### src/sv/checksummed_sentence_decoder_top_macros.svh
// Assertion macros shared by the decoder RTL.
`ifndef CHECKSUMMED_SENTENCE_DECODER_TOP_MACROS_SVH
`define CHECKSUMMED_SENTENCE_DECODER_TOP_MACROS_SVH
`ifndef SYNTHESIS
`define CSD_ASSERT(lbl, prop, msg) \
    lbl: assert property (@(posedge i_clk) disable iff (!i_rst_n) (prop)) else $error(msg);
`define CSD_ASSERT_NEXT(lbl, pre, post, msg) \
    lbl: assert property (@(posedge i_clk) disable iff (!i_rst_n) (pre) |=> (post)) \
        else $error(msg);
`else
`define CSD_ASSERT(lbl, prop, msg)
`define CSD_ASSERT_NEXT(lbl, pre, post, msg)
`endif
`endif

### src/sv/csd_pkg.sv
// ----------------------------------------------------------------------------
// csd_pkg
// Shared types, character codes and tables of the sentence decoder.
// ----------------------------------------------------------------------------
`default_nettype none
package csd_pkg;

    localparam int unsigned MAX_FRAME_BYTES = 128;
    localparam int unsigned EVQ_DEPTH       = 4;
    localparam int unsigned EVQ_AW          = $clog2(EVQ_DEPTH);
    localparam int unsigned EVQ_CW          = $clog2(EVQ_DEPTH + 1);
    localparam int unsigned RQ_DEPTH        = 2;
    localparam int unsigned CAPS_N          = 6;

    localparam logic [7:0] CH_DOLLAR = 8'h24;
    localparam logic [7:0] CH_STAR   = 8'h2A;
    localparam logic [7:0] CH_COMMA  = 8'h2C;
    localparam logic [7:0] CH_MINUS  = 8'h2D;
    localparam logic [7:0] CH_ZERO   = 8'h30;
    localparam logic [7:0] CH_NINE   = 8'h39;
    localparam logic [7:0] CH_LF     = 8'h0A;
    localparam logic [7:0] CH_CR     = 8'h0D;

    localparam logic [2:0] ST_OK       = 3'd0;
    localparam logic [2:0] ST_DROPPED  = 3'd1;
    localparam logic [2:0] ST_ENVELOPE = 3'd2;
    localparam logic [2:0] ST_CHECKSUM = 3'd3;
    localparam logic [2:0] ST_COUNT    = 3'd4;
    localparam logic [2:0] ST_TYPE     = 3'd5;
    localparam logic [2:0] ST_NUMBER   = 3'd6;
    localparam logic [2:0] ST_RANGE    = 3'd7;

    // bit positions in the field flag register
    localparam int unsigned MK_BAD    = 0;
    localparam int unsigned MK_DIGIT  = 1;
    localparam int unsigned MK_NEG    = 2;
    localparam int unsigned MK_TYPE   = 3;
    localparam int unsigned MK_NUMBER = 4;
    localparam int unsigned MK_KIND   = 7;

    localparam logic [32:0] ACC_CAP = 33'h1_0000_0000;

    typedef enum logic [2:0] {
        EV_START,
        EV_PAY,
        EV_CRS,
        EV_FIN,
        EV_OVF
    } t_ev_kind;

    typedef struct packed {
        t_ev_kind   kind;
        logic [7:0] data;   // payload byte, checksum, or kind in bit 0
        logic [7:0] cnt;    // carriage return count
        logic       env_ok;
    } t_event;

    typedef struct packed {
        logic [2:0]         status;
        logic [15:0]        sequence_res;
        logic               has_person;
        logic [6:0]         score;
        logic [11:0]        det_col;
        logic [11:0]        det_row;
        logic               in_zone;
        logic               link_up;
        logic               srv_ok;
        logic signed [7:0]  signal_strength;
        logic [31:0]        epoch_sec;
    } t_result;

    function automatic logic [7:0] tag_char(input logic net, input logic [1:0] idx);
        logic [7:0] c;
        case (idx)
            2'd0:    c = net ? 8'h4E : 8'h56;
            2'd1:    c = net ? 8'h45 : 8'h49;
            2'd2:    c = net ? 8'h54 : 8'h53;
            default: c = 8'h00;
        endcase
        return c;
    endfunction

    function automatic logic [31:0] field_limit(input logic net, input logic [2:0] idx);
        logic [31:0] l;
        case (idx)
            3'd1:    l = net ? 32'd1 : 32'd65535;
            3'd2:    l = 32'd1;
            3'd3:    l = net ? 32'd0 : 32'd100;
            3'd4:    l = net ? 32'hFFFF_FFFF : 32'd4095;
            3'd5:    l = 32'd4095;
            3'd6:    l = 32'd1;
            default: l = 32'd0;
        endcase
        return l;
    endfunction

endpackage
`default_nettype wire

### src/sv/checksummed_sentence_decoder_top.sv
// ----------------------------------------------------------------------------
// checksummed_sentence_decoder_top
// Sentence decoder: framing front end, event queue, field-check back end.
// Throughput: one byte per cycle while full is low; a byte that ends a run of
//   non-trailing carriage returns holds full while the held run is replayed;
//   full also holds while the event queue is full behind a stalled reader.
// Result path: a newline's finish event is registered in the event queue, then its result in the result queue.
// Reset: synchronous active-low; clears framing, queues and the kind select r_kind.
// ----------------------------------------------------------------------------
`default_nettype none
module checksummed_sentence_decoder_top (
    input  wire logic               i_clk,
    input  wire logic               i_rst_n,
    input  wire logic               push,
    output logic                    full,
    input  wire logic [7:0]         i_rx_byte,
    input  wire logic               i_cfg_we,
    input  wire logic               i_cfg_wdata,
    output logic                    empty,
    input  wire logic               pop,
    output logic [2:0]              o_status,
    output logic [15:0]             o_sequence_res,
    output logic                    o_has_person,
    output logic [6:0]              o_score,
    output logic [11:0]             o_det_col,
    output logic [11:0]             o_det_row,
    output logic                    o_in_zone,
    output logic                    o_link_up,
    output logic                    o_srv_ok,
    output logic signed [7:0]       o_signal_strength,
    output logic [31:0]             o_epoch_sec
);
    import csd_pkg::*;

    logic    fe_push, evq_ready, evq_valid, be_pop;
    t_event  fe_ev, evq_ev;
    t_result res;

    csd_front u_front (
        .i_clk      (i_clk),
        .i_rst_n    (i_rst_n),
        .i_push     (push),
        .o_full     (full),
        .i_rx_byte  (i_rx_byte),
        .i_cfg_we   (i_cfg_we),
        .i_cfg_wdata(i_cfg_wdata),
        .o_ev_push  (fe_push),
        .o_ev       (fe_ev),
        .i_ev_ready (evq_ready)
    );

    csd_evq u_evq (
        .i_clk   (i_clk),
        .i_rst_n (i_rst_n),
        .i_push  (fe_push),
        .i_ev    (fe_ev),
        .o_ready (evq_ready),
        .i_pop   (be_pop),
        .o_ev    (evq_ev),
        .o_valid (evq_valid)
    );

    csd_back u_back (
        .i_clk     (i_clk),
        .i_rst_n   (i_rst_n),
        .i_ev      (evq_ev),
        .i_ev_valid(evq_valid),
        .o_ev_pop  (be_pop),
        .o_empty   (empty),
        .i_pop     (pop),
        .o_res     (res)
    );

    assign o_status          = res.status;
    assign o_sequence_res    = res.sequence_res;
    assign o_has_person      = res.has_person;
    assign o_score           = res.score;
    assign o_det_col         = res.det_col;
    assign o_det_row         = res.det_row;
    assign o_in_zone         = res.in_zone;
    assign o_link_up         = res.link_up;
    assign o_srv_ok          = res.srv_ok;
    assign o_signal_strength = res.signal_strength;
    assign o_epoch_sec       = res.epoch_sec;

endmodule
`default_nettype wire

### src/sv/csd_front.sv
// ----------------------------------------------------------------------------
// csd_front
// Frames the byte stream, holds back trailing carriage returns and the
// three-byte tail window, and issues frame events to the event queue.
// ----------------------------------------------------------------------------
`default_nettype none
module csd_front (
    input  wire logic            i_clk,
    input  wire logic            i_rst_n,
    input  wire logic            i_push,
    output logic                 o_full,
    input  wire logic [7:0]      i_rx_byte,
    input  wire logic            i_cfg_we,
    input  wire logic            i_cfg_wdata,
    output logic                 o_ev_push,
    output csd_pkg::t_event      o_ev,
    input  wire logic            i_ev_ready
);
    import csd_pkg::*;
    `include "checksummed_sentence_decoder_top_macros.svh"

    logic        r_kind;
    logic        r_active, n_active;
    logic [7:0]  r_flen, n_flen;
    logic [7:0]  r_cr, n_cr;
    logic [7:0]  r_held, n_held;
    logic [23:0] r_tail, n_tail;
    logic        r_busy, n_busy;
    logic [7:0]  r_crleft, n_crleft;
    logic [1:0]  r_crdone, n_crdone;
    logic [7:0]  r_pend, n_pend;

    logic        accept;
    logic        held3;
    logic [4:0]  hx_hi, hx_lo;

    // bit 4 set: not a hex digit
    function automatic logic [4:0] hex_val(input logic [7:0] c);
        logic [4:0] v;
        if (c >= 8'h30 && c <= 8'h39)      v = {1'b0, 4'(c - 8'h30)};
        else if (c >= 8'h41 && c <= 8'h46) v = {1'b0, 4'(c - 8'h37)};
        else if (c >= 8'h61 && c <= 8'h66) v = {1'b0, 4'(c - 8'h57)};
        else                               v = 5'h10;
        return v;
    endfunction

    assign o_full = r_busy || !i_ev_ready;
    assign accept = i_push && !o_full;
    assign held3  = r_held >= 8'd3;
    assign hx_hi  = hex_val(r_tail[15:8]);
    assign hx_lo  = hex_val(r_tail[7:0]);

    always_comb begin
        n_active  = r_active;
        n_flen    = r_flen;
        n_cr      = r_cr;
        n_held    = r_held;
        n_tail    = r_tail;
        n_busy    = r_busy;
        n_crleft  = r_crleft;
        n_crdone  = r_crdone;
        n_pend    = r_pend;
        o_ev_push = 1'b0;
        o_ev      = '{kind: EV_PAY, data: r_tail[23:16], cnt: 8'd0, env_ok: 1'b0};
        if (r_busy) begin
            if (i_ev_ready) begin
                if (r_crleft != 8'd0) begin
                    if (r_crdone == 2'd3) begin
                        // window is all CR: release the rest of the run at once
                        o_ev_push = 1'b1;
                        o_ev.kind = EV_CRS;
                        o_ev.cnt  = r_crleft;
                        n_held    = r_held + r_crleft;
                        n_crleft  = 8'd0;
                    end else begin
                        o_ev_push = held3;
                        n_tail    = {r_tail[15:0], CH_CR};
                        n_held    = r_held + 8'd1;
                        n_crleft  = r_crleft - 8'd1;
                        n_crdone  = r_crdone + 2'd1;
                    end
                end else begin
                    o_ev_push = held3;
                    n_tail    = {r_tail[15:0], r_pend};
                    n_held    = r_held + 8'd1;
                    n_busy    = 1'b0;
                end
            end
        end else if (accept) begin
            if (i_rx_byte == CH_DOLLAR) begin
                n_active  = 1'b1;
                n_flen    = 8'd1;
                n_cr      = 8'd0;
                n_held    = 8'd0;
                n_tail    = 24'd0;
                o_ev_push = 1'b1;
                o_ev.kind = EV_START;
                o_ev.data = {7'd0, r_kind};
            end else if (r_active) begin
                if (i_rx_byte == CH_LF) begin
                    n_active    = 1'b0;
                    o_ev_push   = 1'b1;
                    o_ev.kind   = EV_FIN;
                    o_ev.data   = {hx_hi[3:0], hx_lo[3:0]};
                    o_ev.env_ok = (r_held >= 8'd6) && (r_tail[23:16] == CH_STAR) &&
                                  !hx_hi[4] && !hx_lo[4];
                end else if (r_flen >= 8'(MAX_FRAME_BYTES)) begin
                    n_active  = 1'b0;
                    n_flen    = 8'd0;
                    o_ev_push = 1'b1;
                    o_ev.kind = EV_OVF;
                end else begin
                    n_flen = r_flen + 8'd1;
                    if (i_rx_byte == CH_CR) begin
                        n_cr = r_cr + 8'd1;
                    end else if (r_cr != 8'd0) begin
                        // held CRs turn out to be content: replay them first
                        n_busy   = 1'b1;
                        n_crleft = r_cr;
                        n_crdone = 2'd0;
                        n_pend   = i_rx_byte;
                        n_cr     = 8'd0;
                    end else begin
                        o_ev_push = held3;
                        n_tail    = {r_tail[15:0], i_rx_byte};
                        n_held    = r_held + 8'd1;
                    end
                end
            end
        end
    end

    always_ff @(posedge i_clk) begin
        if (!i_rst_n) begin
            r_kind   <= 1'b0;
            r_active <= 1'b0;
            r_flen   <= 8'd0;
            r_cr     <= 8'd0;
            r_held   <= 8'd0;
            r_tail   <= 24'd0;
            r_busy   <= 1'b0;
            r_crleft <= 8'd0;
            r_crdone <= 2'd0;
            r_pend   <= 8'd0;
        end else begin
            if (i_cfg_we) begin
                r_kind <= i_cfg_wdata;
            end
            r_active <= n_active;
            r_flen   <= n_flen;
            r_cr     <= n_cr;
            r_held   <= n_held;
            r_tail   <= n_tail;
            r_busy   <= n_busy;
            r_crleft <= n_crleft;
            r_crdone <= n_crdone;
            r_pend   <= n_pend;
        end
    end

    `CSD_ASSERT(a_fe_busy_active, !r_busy || r_active, "replay outside an open frame")
    `CSD_ASSERT(a_fe_no_accept_busy, !(accept && r_busy), "byte taken during replay")

endmodule
`default_nettype wire

### src/sv/csd_evq.sv
// ----------------------------------------------------------------------------
// csd_evq
// Short event queue between the framing front end and the field back end.
// ----------------------------------------------------------------------------
`default_nettype none
module csd_evq (
    input  wire logic            i_clk,
    input  wire logic            i_rst_n,
    input  wire logic            i_push,
    input  csd_pkg::t_event      i_ev,
    output logic                 o_ready,
    input  wire logic            i_pop,
    output csd_pkg::t_event      o_ev,
    output logic                 o_valid
);
    import csd_pkg::*;
    `include "checksummed_sentence_decoder_top_macros.svh"

    t_event              r_mem [EVQ_DEPTH];
    logic [EVQ_AW-1:0]   r_wr, r_rd;
    logic [EVQ_CW-1:0]   r_count;
    logic                do_push, do_pop;

    assign o_ready = r_count != EVQ_CW'(EVQ_DEPTH);
    assign o_valid = r_count != '0;
    assign o_ev    = r_mem[r_rd];
    assign do_push = i_push && o_ready;
    assign do_pop  = i_pop && o_valid;

    always_ff @(posedge i_clk) begin
        if (do_push) begin
            r_mem[r_wr] <= i_ev;
        end
    end

    always_ff @(posedge i_clk) begin
        if (!i_rst_n) begin
            r_wr    <= '0;
            r_rd    <= '0;
            r_count <= '0;
        end else begin
            if (do_push) r_wr <= r_wr + EVQ_AW'(1);
            if (do_pop)  r_rd <= r_rd + EVQ_AW'(1);
            if (do_push && !do_pop)      r_count <= r_count + EVQ_CW'(1);
            else if (do_pop && !do_push) r_count <= r_count - EVQ_CW'(1);
        end
    end

    `CSD_ASSERT(a_evq_no_drop, !i_push || o_ready, "event offered to a full queue")
    `CSD_ASSERT_NEXT(a_evq_grow, do_push && !do_pop, r_count == $past(r_count) + EVQ_CW'(1), "count slip")

endmodule
`default_nettype wire

### src/sv/csd_back.sv
// ----------------------------------------------------------------------------
// csd_back
// Checks fields one event per cycle; a result waits while its queue is full.
// ----------------------------------------------------------------------------
`default_nettype none
module csd_back (
    input  wire logic            i_clk,
    input  wire logic            i_rst_n,
    input  csd_pkg::t_event      i_ev,
    input  wire logic            i_ev_valid,
    output logic                 o_ev_pop,
    output logic                 o_empty,
    input  wire logic            i_pop,
    output csd_pkg::t_result     o_res
);
    import csd_pkg::*;
    `include "checksummed_sentence_decoder_top_macros.svh"

    logic [32:0] r_acc, n_acc;
    logic [3:0]  r_fnum, n_fnum;
    logic [7:0]  r_marks, n_marks;
    logic [7:0]  r_xor, n_xor;
    logic [31:0] r_caps [CAPS_N];
    logic [31:0] n_caps [CAPS_N];

    t_result     r_rq [RQ_DEPTH];
    logic        r_rq_wr, r_rq_rd;
    logic [1:0]  r_rq_cnt;

    logic [7:0]  cf_marks;
    logic [31:0] cf_caps [CAPS_N];
    logic [3:0]  cf_fnum;
    logic        cf_ok;
    logic [31:0] cf_val;

    logic        net;
    logic        is_res, res_push, rq_pop;
    logic [7:0]  p;
    logic [36:0] mul;
    logic [8:0]  cr_sum;
    t_result     res;

    assign net      = r_marks[MK_KIND];
    assign p        = i_ev.data;
    assign is_res   = (i_ev.kind == EV_FIN) || (i_ev.kind == EV_OVF);
    assign o_ev_pop = i_ev_valid && (!is_res || (r_rq_cnt != 2'(RQ_DEPTH)));
    assign res_push = o_ev_pop && is_res;
    assign rq_pop   = i_pop && !o_empty;
    assign o_empty  = r_rq_cnt == 2'd0;
    assign o_res    = r_rq[r_rq_rd];

    // close the current field
    always_comb begin
        cf_marks = r_marks;
        cf_caps  = r_caps;
        cf_ok    = 1'b0;
        cf_val   = 32'd0;
        if (r_fnum == 4'd0) begin
            if (r_marks[MK_BAD] || r_acc != 33'd3) cf_marks[MK_TYPE] = 1'b1;
        end else if (r_fnum <= (net ? 4'd4 : 4'd6)) begin
            cf_ok = r_marks[MK_DIGIT] && !r_marks[MK_BAD];
            if (net && r_fnum == 4'd3) begin
                if (r_marks[MK_NEG]) begin
                    cf_ok  = cf_ok && (r_acc <= 33'd127);
                    cf_val = 32'd0 - r_acc[31:0];
                end else begin
                    cf_ok = cf_ok && (r_acc == 33'd0);
                end
            end else begin
                cf_ok  = cf_ok && !r_marks[MK_NEG] &&
                         (r_acc <= {1'b0, field_limit(net, r_fnum[2:0])});
                cf_val = r_acc[31:0];
            end
            if (cf_ok) cf_caps[r_fnum[2:0] - 3'd1] = cf_val;
            else       cf_marks[MK_NUMBER] = 1'b1;
        end
        cf_marks[MK_BAD]   = 1'b0;
        cf_marks[MK_DIGIT] = 1'b0;
        cf_marks[MK_NEG]   = 1'b0;
        cf_fnum = (r_fnum == 4'd15) ? r_fnum : r_fnum + 4'd1;
    end

    assign mul    = ({4'd0, r_acc} << 3) + ({4'd0, r_acc} << 1) + 37'(p - CH_ZERO);
    assign cr_sum = 9'(r_acc[3:0]) + 9'(i_ev.cnt);

    always_comb begin
        n_acc   = r_acc;
        n_fnum  = r_fnum;
        n_marks = r_marks;
        n_xor   = r_xor;
        n_caps  = r_caps;
        res     = '0;
        case (i_ev.kind)
            EV_START: begin
                n_acc   = 33'd0;
                n_fnum  = 4'd0;
                n_marks = {i_ev.data[0], 7'd0};
                n_xor   = 8'd0;
                for (int i = 0; i < CAPS_N; i++) n_caps[i] = 32'd0;
            end
            EV_PAY: begin
                n_xor = r_xor ^ p;
                if (p == CH_COMMA) begin
                    n_marks = cf_marks;
                    n_caps  = cf_caps;
                    n_acc   = 33'd0;
                    n_fnum  = cf_fnum;
                end else if (r_fnum == 4'd0) begin
                    if (!(r_acc < 33'd3 && p == tag_char(net, r_acc[1:0])))
                        n_marks[MK_BAD] = 1'b1;
                    if (r_acc < 33'd4) n_acc = r_acc + 33'd1;
                end else if (p >= CH_ZERO && p <= CH_NINE) begin
                    n_acc = (mul > 37'(ACC_CAP)) ? ACC_CAP : mul[32:0];
                    n_marks[MK_DIGIT] = 1'b1;
                end else if (p == CH_MINUS && net && r_fnum == 4'd3 &&
                             !r_marks[MK_DIGIT] && !r_marks[MK_NEG] && !r_marks[MK_BAD]) begin
                    n_marks[MK_NEG] = 1'b1;
                end else begin
                    n_marks[MK_BAD] = 1'b1;
                end
            end
            EV_CRS: begin
                n_xor = r_xor ^ (i_ev.cnt[0] ? CH_CR : 8'd0);
                n_marks[MK_BAD] = 1'b1;
                if (r_fnum == 4'd0) n_acc = (cr_sum > 9'd4) ? 33'd4 : 33'(cr_sum);
            end
            EV_FIN: begin
                n_marks = cf_marks;
                n_caps  = cf_caps;
                n_acc   = 33'd0;
                n_fnum  = cf_fnum;
                if (!i_ev.env_ok)                          res.status = ST_ENVELOPE;
                else if (r_xor != i_ev.data)               res.status = ST_CHECKSUM;
                else if (r_fnum != (net ? 4'd4 : 4'd6))    res.status = ST_COUNT;
                else if (cf_marks[MK_TYPE])                res.status = ST_TYPE;
                else if (cf_marks[MK_NUMBER])              res.status = ST_NUMBER;
                else if (net) begin
                    if (cf_caps[1] != 32'd0 && cf_caps[0] == 32'd0) begin
                        res.status = ST_RANGE;
                    end else begin
                        res.status          = ST_OK;
                        res.link_up         = cf_caps[0][0];
                        res.srv_ok          = cf_caps[1][0];
                        res.signal_strength = cf_caps[2][7:0];
                        res.epoch_sec       = cf_caps[3];
                    end
                end else begin
                    if (cf_caps[1] == 32'd0 &&
                        (cf_caps[2] | cf_caps[3] | cf_caps[4] | cf_caps[5]) != 32'd0) begin
                        res.status = ST_RANGE;
                    end else begin
                        res.status       = ST_OK;
                        res.sequence_res = cf_caps[0][15:0];
                        res.has_person   = cf_caps[1][0];
                        res.score        = cf_caps[2][6:0];
                        res.det_col      = cf_caps[3][11:0];
                        res.det_row      = cf_caps[4][11:0];
                        res.in_zone      = cf_caps[5][0];
                    end
                end
            end
            EV_OVF: begin
                res.status = ST_DROPPED;
            end
            default: begin
                res = '0;
            end
        endcase
    end

    always_ff @(posedge i_clk) begin
        if (res_push) begin
            r_rq[r_rq_wr] <= res;
        end
    end

    always_ff @(posedge i_clk) begin
        if (!i_rst_n) begin
            r_acc    <= 33'd0;
            r_fnum   <= 4'd0;
            r_marks  <= 8'd0;
            r_xor    <= 8'd0;
            for (int i = 0; i < CAPS_N; i++) r_caps[i] <= 32'd0;
            r_rq_wr  <= 1'b0;
            r_rq_rd  <= 1'b0;
            r_rq_cnt <= 2'd0;
        end else begin
            if (o_ev_pop) begin
                r_acc   <= n_acc;
                r_fnum  <= n_fnum;
                r_marks <= n_marks;
                r_xor   <= n_xor;
                r_caps  <= n_caps;
            end
            if (res_push) r_rq_wr <= ~r_rq_wr;
            if (rq_pop)   r_rq_rd <= ~r_rq_rd;
            if (res_push && !rq_pop)      r_rq_cnt <= r_rq_cnt + 2'd1;
            else if (rq_pop && !res_push) r_rq_cnt <= r_rq_cnt - 2'd1;
        end
    end

    `CSD_ASSERT(a_be_rq_bound, r_rq_cnt <= 2'(RQ_DEPTH), "result queue overrun")
    `CSD_ASSERT(a_be_clean, o_empty || o_res.status == ST_OK || o_res.epoch_sec == 32'd0, "stray fields")

endmodule
`default_nettype wire

### config.mk
export PLATFORM = sky130hd
export DESIGN_NAME = checksummed_sentence_decoder_top
export DESIGN_NICKNAME = d
export VERILOG_FILES = /design/src/sv/csd_pkg.sv /design/src/sv/checksummed_sentence_decoder_top.sv /design/src/sv/csd_front.sv /design/src/sv/csd_evq.sv /design/src/sv/csd_back.sv
export VERILOG_INCLUDE_DIRS = /design/src /design/src/sv
export SDC_FILE = /design/constraint.sdc
export NUM_CORES = 1
export LEC_CHECK = 0
export ABC_AREA = 1
export BUFFER_PORTS_ARGS = -buffer_cell sky130_fd_sc_hd__buf_2
export CAP_MARGIN = 5
export CORE_MARGIN = 2
export CORE_UTILIZATION = 43
export DETAILED_ROUTE_END_ITERATION = 8
export GPL_TIMING_DRIVEN = 0
export PLACE_DENSITY_LB_ADDON = 0.25
export SLEW_MARGIN = 20
export SYNTH_ARGS = -nofsm -noshare
export SYNTH_HDL_FRONTEND = slang
export SYNTH_SLANG_ARGS = --single-unit
### constraint.sdc
create_clock -name i_clk -period 5.7 [get_ports i_clk]
set_input_delay 0 -clock i_clk [delete_from_list [all_inputs] [get_ports i_clk]]
set_output_delay 0 -clock i_clk [all_outputs]
set_load 0.05 [all_outputs]
==> metrics, run 1 <==
pin count of the biggest net entering global routing=26; crit-path most repeated cell=nand2_1; worst slew pin tran=1.22 ns; crit path kind=flop to flop; Vias=29800; DR pass1 iterations=6; xor/xnor share of the synthesized area=1.80%; die footprint=0.0792 mm²; largest family of logic cells by synthesized area=simple AND/OR/NAND/NOR gates; post-route cell area=0.0379 mm²; Mapped Nets=4347; time the worst path needs with I/O delays and setup=5.49 ns; share of cells above drive strength 1=12.0%; Worst VDD drop=0.000255 V; Clock Tree Root=clkbuf_16; Layout fillers=7395; 1st-iter DRT viols=2843; outcome=finished clean; CTS H-tree depth=3; yosys warns=0; Die Ht=281 µm; GRT Util Overall=25.0%; Max stage delay on crit path=0.36 ns; Setup crit start kind=flop; clk slew on worst S/H paths=0.06 ns; Setup crit end kind=flop; CP Data Required Time=6.05 ns; max-slew violations=0; multi-input logic area=0.0163 mm²; slowest cell on the critical path=o21bai_1; leakage power=15.1 nW; clock buffer count from CTS=66; pwr dens=446 mW/mm²; vias in the first global route=27300; predominant post-synthesis flop cell=dfxtp_1; FF+latch area=0.0146 mm²; Fin Setup TNS=0 ns; Initial Util=43.5%; CORE AREA=0.0761 mm²; hold crit path type=input pin to flop; clock buffer depth=3; DRC=0; Final Skew=0.0259 ns; first-pass GRT wire length=155 mm; multiplexer share of the synthesized area=3.26%; Die X-Extent=281 µm; vias per cell=5.44; Site Rows=101; endpoints failing setup=0; period utilisation layout=96.3%; Yosys cell types=65; Diodes inserted=0; Routed Wire Length=101 mm; HPWL after detailed placement=74.6 mm; share of async-settable or async-resettable flops after synthesis=0%; WP data arrival=5.84 ns; Placed Instance Area=0.0352 mm²; crit path max fanout=16; total power=16.9 mW; R2R Setup Slk=0.21 ns; Clock Latency Late Sink=0.63 ns; Seq/Total Area, Yosys=44.0%; io pins=110; Synth Area in Simple Gates=22.8%; Mapped Area=0.0331 mm²; WL per Instance=18.4 µm; Num Clock Sinks=594; final hold vios=0; Compound-Gate Fraction of Synth Area=13.9%; Slew headroom=18.4%; Synth Register Bits=594; syn_area_per_cell=7.92 µm²; TritonCTS clock tree=built; Buffers on Ports=109; fmax=182 MHz; Synth Area in Adders=6.54%; EDFF count, synth=268; layout net count=4556; Area growth, synth to finish=14.4%; maxcap violations=0; Syn Inst Count=4181; GR Overflow Total=0; antenna viol nets, final=0; initial antenna violation count=2; RSZ-0062 raised after global routing=yes; RePlAce Congestion=0.954
-- through the flow --
| step | util (%) | hold WS [ns] | instances | setup WS [ns] |
|---|---|---|---|---|
| after floorplan | - | 0.0941 | 4181 | 0.0406 |
| after global placement | 45.9 | 0.199 | 5320 | -1.29 |
| after detailed placement | 46.3 | 0.198 | 5330 | -0.757 |
| after CTS | 49.4 | 0.118 | 5463 | 0.0264 |
| after global routing | 49.8 | 0.189 | 5472 | -0.0335 |
| final | 49.8 | 0.168 | 5472 | 0.211 |
-- final timing paths --
path                      from                  to  cells past startpoint
max           u_back.r_fnum[0]  u_back.r_rq[0][93]                     35
min reg2reg  u_back.r_caps[35]   u_back.r_caps[35]                      2
min                i_cfg_wdata      u_front.r_kind                      4
max reg2reg   u_back.r_fnum[0]  u_back.r_rq[0][93]                     35
-- critical path, delay by kind of cell, from the launching register on --
family                   cells  cell delay, ns
flip-flops                   1            0.33
adder cells (fa/ha/maj)      2            0.57
AND/OR/NAND/NOR             27            3.05
buffers and inverters        5            0.85
AO/OA/AOI/OAI                1            0.36
-- sequential cells by signal, summed over array words and instances (netlist names), 3 cells and up, named ones only --
register          flops
u_back.r_rq         188
u_front.r_held        8
u_back.r_fnum         4
u_back.r_marks        6
u_back.r_caps       192
u_front.r_tail       24
u_front.r_cr          8
u_back.r_xor          8
u_front.r_pend        8
u_back.r_acc         33
u_evq.r_mem          80
u_front.r_flen        8
u_evq.r_count         3
u_front.r_crleft      8
-- power by group --
part	internal (mW)	switching, mW
clock network	2.50	1.85
logic	2.22	5.13
registers	4.94	0.246
-- Yosys cell counts (all sizes together), types with 2 or more instances --
master | instances | area, µm²
a32oi | 6 | 52.6
a2111oi | 2 | 23.8
nand2 | 955 | 3600
buf | 99 | 548
fa | 35 | 701
ha | 117 | 1460
nor3 | 46 | 230
nor2 | 479 | 1840
a221oi | 15 | 131
xnor2 | 24 | 210
nor4 | 24 | 156
a31oi | 18 | 113
dfxtp | 326 | 6530
a21o | 7 | 52.6
or2 | 18 | 113
nand3 | 204 | 1050
a21oi | 270 | 1350
clkbuf | 81 | 304
a211oi | 33 | 248
o22ai | 80 | 500
clkinv | 4 | 15.0
o211ai | 8 | 60.1
mux2i | 2 | 20.0
nand4 | 60 | 412
o32ai | 3 | 26.3
xor2 | 44 | 385
o31ai | 2 | 15.0
mux2 | 94 | 1060
nand3b | 10 | 75.1
edfxtp | 268 | 8050
a22oi | 6 | 45.0
o2111ai | 3 | 26.3
a32o | 2 | 20.0
inv | 450 | 1690
nor3b | 2 | 15.0
o21bai | 8 | 60.1
and2 | 4 | 25.0
o21ai | 361 | 1810
-- cells in the final DEF, fill, tap and decap left out, types with 8 or more instances in the layout --
| cell | netlist | layout |
|---|---|---|
| a211oi_1 | 33 | 32 |
| a21oi_1 | 270 | 260 |
| a21oi_2 | 0 | 9 |
| a221oi_1 | 15 | 15 |
| a31oi_1 | 18 | 18 |
| buf_1 | 11 | 11 |
| buf_12 | 0 | 8 |
| buf_2 | 69 | 160 |
| buf_4 | 14 | 32 |
| clkbuf_1 | 81 | 91 |
| clkbuf_16 | 0 | 66 |
| clkbuf_4 | 0 | 8 |
| clkinv_2 | 0 | 13 |
| dfxtp_1 | 326 | 324 |
| dlygate4sd3_1 | 0 | 13 |
| edfxtp_1 | 268 | 268 |
| fa_1 | 35 | 35 |
| ha_1 | 117 | 116 |
| inv_1 | 427 | 426 |
| inv_2 | 23 | 23 |
| mux2_2 | 94 | 94 |
| nand2_1 | 951 | 946 |
| nand3_1 | 199 | 198 |
| nand3b_1 | 10 | 10 |
| nand4_1 | 57 | 57 |
| nor2_1 | 469 | 461 |
| nor2_4 | 4 | 12 |
| nor3_1 | 46 | 45 |
| nor4_1 | 23 | 23 |
| o211ai_1 | 8 | 8 |
| o21ai_0 | 275 | 268 |
| o21ai_1 | 85 | 70 |
| o21ai_2 | 1 | 23 |
| o21bai_1 | 8 | 8 |
| o22ai_1 | 80 | 80 |
| or2_2 | 14 | 14 |
| xnor2_1 | 24 | 24 |
| xor2_1 | 44 | 44 |
-- per-layer routing --
metal / track usage [%] / part of all wire [%]
met5: 0 / 0.011
met4: 8.39 / 3.6
met3: 3.30 / 7.2
met1: 33.3 / 43
met2: 42.1 / 46
-- cell type report --
cell class | instances | area share (%)
clock buffers | 87 | 4.75
multi-input cells | 2954 | 42.9
repair buffers | 144 | 2.54
flip-flops and latches | 594 | 38.5
clock inverters | 33 | 1.06
plain buffers | 176 | 2.34
well taps | 1030 | 3.40
inverters | 454 | 4.52
-- cells by family (layout without fill, tap and decap cells) --
kind of cell | after synthesis | in the layout
muxes | 96 | 96
buffers and inverters | 634 | 894
and+or+nand+nor | 1807 | 1808
AOI/OAI and AO/OA | 830 | 830
DFF | 594 | 594
xor gates and xnor gates | 68 | 68
adders and majority gates | 152 | 152
-- repair_timing --
item / in CTS / in global routing
endpoints found under the setup margin: 220 / 218
resized for setup: 24 / 68
pin swaps: 3 / 4
buffers inserted: 3 / 9
hold buffers: 13 / 0
gates cloned: 0 / 1
hold endpoints to repair: 32 / 0
(Power assumes the default switching activity.)
==> run 2, diff against run 1 <==
- ABC_AREA: 1 -> 0
- clock period: 5.7 -> 5.3 ns (I/O delays scaled with it)
==> metrics, run 2 <==
R2R cell count=20 (was 35); share of async-settable or async-resettable flops after synthesis=0% (unchanged); WP data arrival=5.70 ns (was 5.84 ns); worst setup path startpoint=u_back.r_fnum[0] (unchanged); first-pass GRT wire length=141 mm (was 155 mm); crit path kind=flop to flop (unchanged); clock buffer count from CTS=60 (was 66); Seq/Total Area, Yosys=47.2% (was 44.0%); RR Endpoint=u_back.r_rq[0][87] (was u_back.r_rq[0][93]); yosys warns=0 (unchanged); HPWL after detailed placement=65.3 mm (was 74.6 mm); Site Rows=98 (was 101); Non-Filler Instances=4458 (was 5472); Reg with most FFs=u_back.r_caps (unchanged); Yosys cell types=90 (was 65); Syn Inst Count=3170 (was 4181); pwr dens=425 mW/mm² (was 446 mW/mm²); CP Data Required Time=5.73 ns (was 6.05 ns); share of cells above drive strength 1=21.5% (was 12.0%); hold slack=0.0498 ns (was 0.168 ns); Buffers on Ports=109 (unchanged); worst slew pin tran=1.20 ns (was 1.22 ns); RSZ-0062 raised after global routing=yes (unchanged); Setup crit end kind=flop (unchanged); leakage power=13.4 nW (was 15.1 nW); pin count of the biggest net entering global routing=53 (was 26); clock buffer depth=3 (unchanged); antenna viol nets, final=0 (unchanged); max-slew violations=0 (unchanged); DP Cell Count=4244 (was 5330); commonest non-fill, non-tap cell in the layout=nand2_1 (unchanged); slowest cell on the critical path=or4_4 (was o21bai_1); hold crit path type=input pin to flop (unchanged); Area contributors post-synth=edfxtp_1 (26%), dfxtp_1 (21%), ha_1 (4.7%) (was edfxtp_1 (24%), dfxtp_1 (20%), nand2_1 (11%)); 1st-iter DRT viols=2519 (was 2843); Setup crit start kind=flop (unchanged); Largest regs=u_back.r_caps x192, u_back.r_rq x188, u_evq.r_mem x80 (unchanged); Num Clock Sinks=594 (unchanged); TritonCTS clock tree=built (unchanged); period utilisation layout=99.5% (was 96.3%); io pins=110 (unchanged); WL per Instance=20.9 µm (was 18.4 µm); area leader, netlist=edfxtp_1 (unchanged); crit path cell chain=buf_8, clkinvlp_4, ha_4, o21ai_4, a21boi_4, ha_4, a21o_1, nand3_1, a21oi_2, o311a_4, o31a_1, buf_6, buf_8, o21ai_4, o221ai_2, or4_4, or4_4, o21a_4, buf_12, a2111oi_4; Vias=26000 (was 29800); fmax=190 MHz (was 182 MHz); Clock Latency Late Sink=0.64 ns (was 0.63 ns); RePlAce Congestion=0.961 (was 0.954); CORE AREA=0.0712 mm² (was 0.0761 mm²); crit path max fanout=10 (was 16); DR pass1 iterations=6 (unchanged); CP top delay family=compound AO/OA/AOI/OAI gates (was simple AND/OR/NAND/NOR gates); syn_area_per_cell=9.74 µm² (was 7.92 µm²); CTS H-tree depth=2 (was 3); Layout fillers=6291 (was 7395); maxcap violations=0 (unchanged); endpoints failing setup=0 (unchanged); Initial Util=43.3% (was 43.5%); Max stage delay on crit path=0.55 ns (was 0.36 ns); commonest cells in the netlist=nand2_1 (387), dfxtp_1 (326), o21ai_0 (281) (was nand2_1 (951), nor2_1 (469), inv_1 (427)); most frequent cells in the layout=nand2_1 (385), dfxtp_1 (320), o21ai_0 (272) (was nand2_1 (946), nor2_1 (461), inv_1 (426)); post-synth top area share=26.1% (was 24.3%); FF-to-FF Start=u_back.r_fnum[0] (unchanged); final hold vios=0 (unchanged); die footprint=0.0739 mm² (was 0.0792 mm²); Area growth, synth to finish=22.8% (was 14.4%); clk slew on worst S/H paths=0.06 ns (about the same); Diodes inserted=0 (unchanged); vias in the first global route=24200 (was 27300); Die Ht=272 µm (was 281 µm); capture point of the worst path=u_back.r_rq[0][87] (was u_back.r_rq[0][93]); Mapped Area=0.0309 mm² (was 0.0331 mm²); outcome=finished clean (unchanged); time the worst path needs with I/O delays and setup=5.28 ns (was 5.49 ns); EDFF count, synth=268 (unchanged); WP depth=20 (was 35); count leader, synth=nand2_1 (unchanged); Worst VDD drop=0.000405 V (was 0.000255 V); Routed Wire Length=93.1 mm (was 101 mm); layout net count=3622 (was 4556); Largest register FFs=192 (unchanged); R2R Setup Slk=0.02 ns (was 0.21 ns); Mapped Nets=3336 (was 4347); Die X-Extent=272 µm (was 281 µm); Worst Path Buf+Inv=5 (unchanged); Slew headroom=19.9% (was 18.4%); GRT Util Overall=24.0% (was 25.0%); Final Skew=0.0370 ns (was 0.0259 ns); fin util=53.2% (was 49.8%); predominant post-synthesis flop cell=dfxtp_1 (unchanged); Synth Register Bits=594 (unchanged); GR Overflow Total=0 (unchanged); vias per cell=5.83 (was 5.44); DRC=0 (unchanged); Clock Tree Root=clkbuf_16 (unchanged); initial antenna violation count=0 (was 2)
run 2: changes by cell type after synthesis, sizes merged, moves of 71 or more:
cell | previous run | this run
nand3 | 204 | 75
nor2 | 479 | 277
inv | 450 | 84
o21ai | 361 | 287
a21oi | 270 | 134
o22ai | 80 | 9
nand2 | 955 | 387
nor3 | 46 | 124
clkbuf | 81 | 162
buf | 99 | 25
run 2: worst min path at each step:
stage / start / cells after the start / to / slack [ns]
2_1_floorplan: i_rx_byte[1] / 2 / u_front.r_pend[1] / 0.15
4_1_cts: i_rst_n / 4 / u_back.r_acc[22] / 0.009
3_5_place_dp: i_cfg_wdata / 3 / u_front.r_kind / 0.24
6_report: i_rst_n / 4 / u_back.r_acc[23] / 0.05
3_3_place_gp: i_cfg_wdata / 3 / u_front.r_kind / 0.24
5_1_grt: i_rst_n / 4 / u_back.r_acc[23] / 0.08
run 2: layout make-up:
class,instances,area [µm²],area share (%)
plain buffers,177,912,2.41
multi-input cells,2304,17100,45.2
repair buffers,234,1730,4.57
clock inverters,26,292,0.769
inverters,85,329,0.868
clock buffers,88,1740,4.59
well taps,950,1190,3.14
flip-flops and latches,594,14600,38.5
run 2: stage by stage:
| stage | total power [mW] | area [µm²] | setup WS [ns] | setup TNS (ns) |
|---|---|---|---|---|
| global route | 16.8 | 37900 | -0.0991 | -2.23 |
| global placement | 10.8 | 32800 | -2.04 | -660.39 |
| detailed placement | 10.9 | 33100 | -1.95 | -369.98 |
| floorplan | 9.52 | 31000 | -0.540 | -14.76 |
| CTS | 15.7 | 36500 | -0.00450 | -0.00889 |
| finish | 16.1 | 37900 | 0.0250 | 0 |
run 2: logic make-up (layout without fill, tap and decap cells):
family | count (synthesis) | in the layout | share of synthesized area [%]
compound gates | 745 | 745 | 15.6
xor+xnor | 77 | 77 | 2.19
fa+ha+maj | 152 | 152 | 7.01
buf+inv | 272 | 610 | 3.51
flops | 594 | 594 | 47.2
mux | 148 | 148 | 5.89
simple gates | 1182 | 1182 | 18.5
run 2: routing by layer:
| layer | GRT usage, % | routed length [µm] |
|---|---|---|
| met1 | 33.6 | 41200 |
| met2 | 38.9 | 43300 |
| met3 | 2.77 | 5430 |
| met4 | 8.00 | 3170 |
| met5 | 0 | 0 |
run 2: power breakdown:
part	switching, mW	internal (mW)
clock	1.84	2.48
sequential	0.164	5.26
combinational	4.08	2.29
run 2: what timing repair did:
item / in CTS / in global routing
setup endpoints to repair: 344 / 215
gates resized for setup: 168 / 233
endpoints found under the hold margin: 29 / 0
cloned: 3 / 4
hold buffers: 12 / 0
pin swaps: 59 / 87
buffers inserted: 52 / 39
run 2: worst reg2reg max path: cells and delay by family (launching register included):
kind            cells  cell delay, ns
compound gates     10            2.37
buf+inv             5            0.73
flops               1            0.38
simple gates        3            1.18
fa+ha+maj           2            0.45
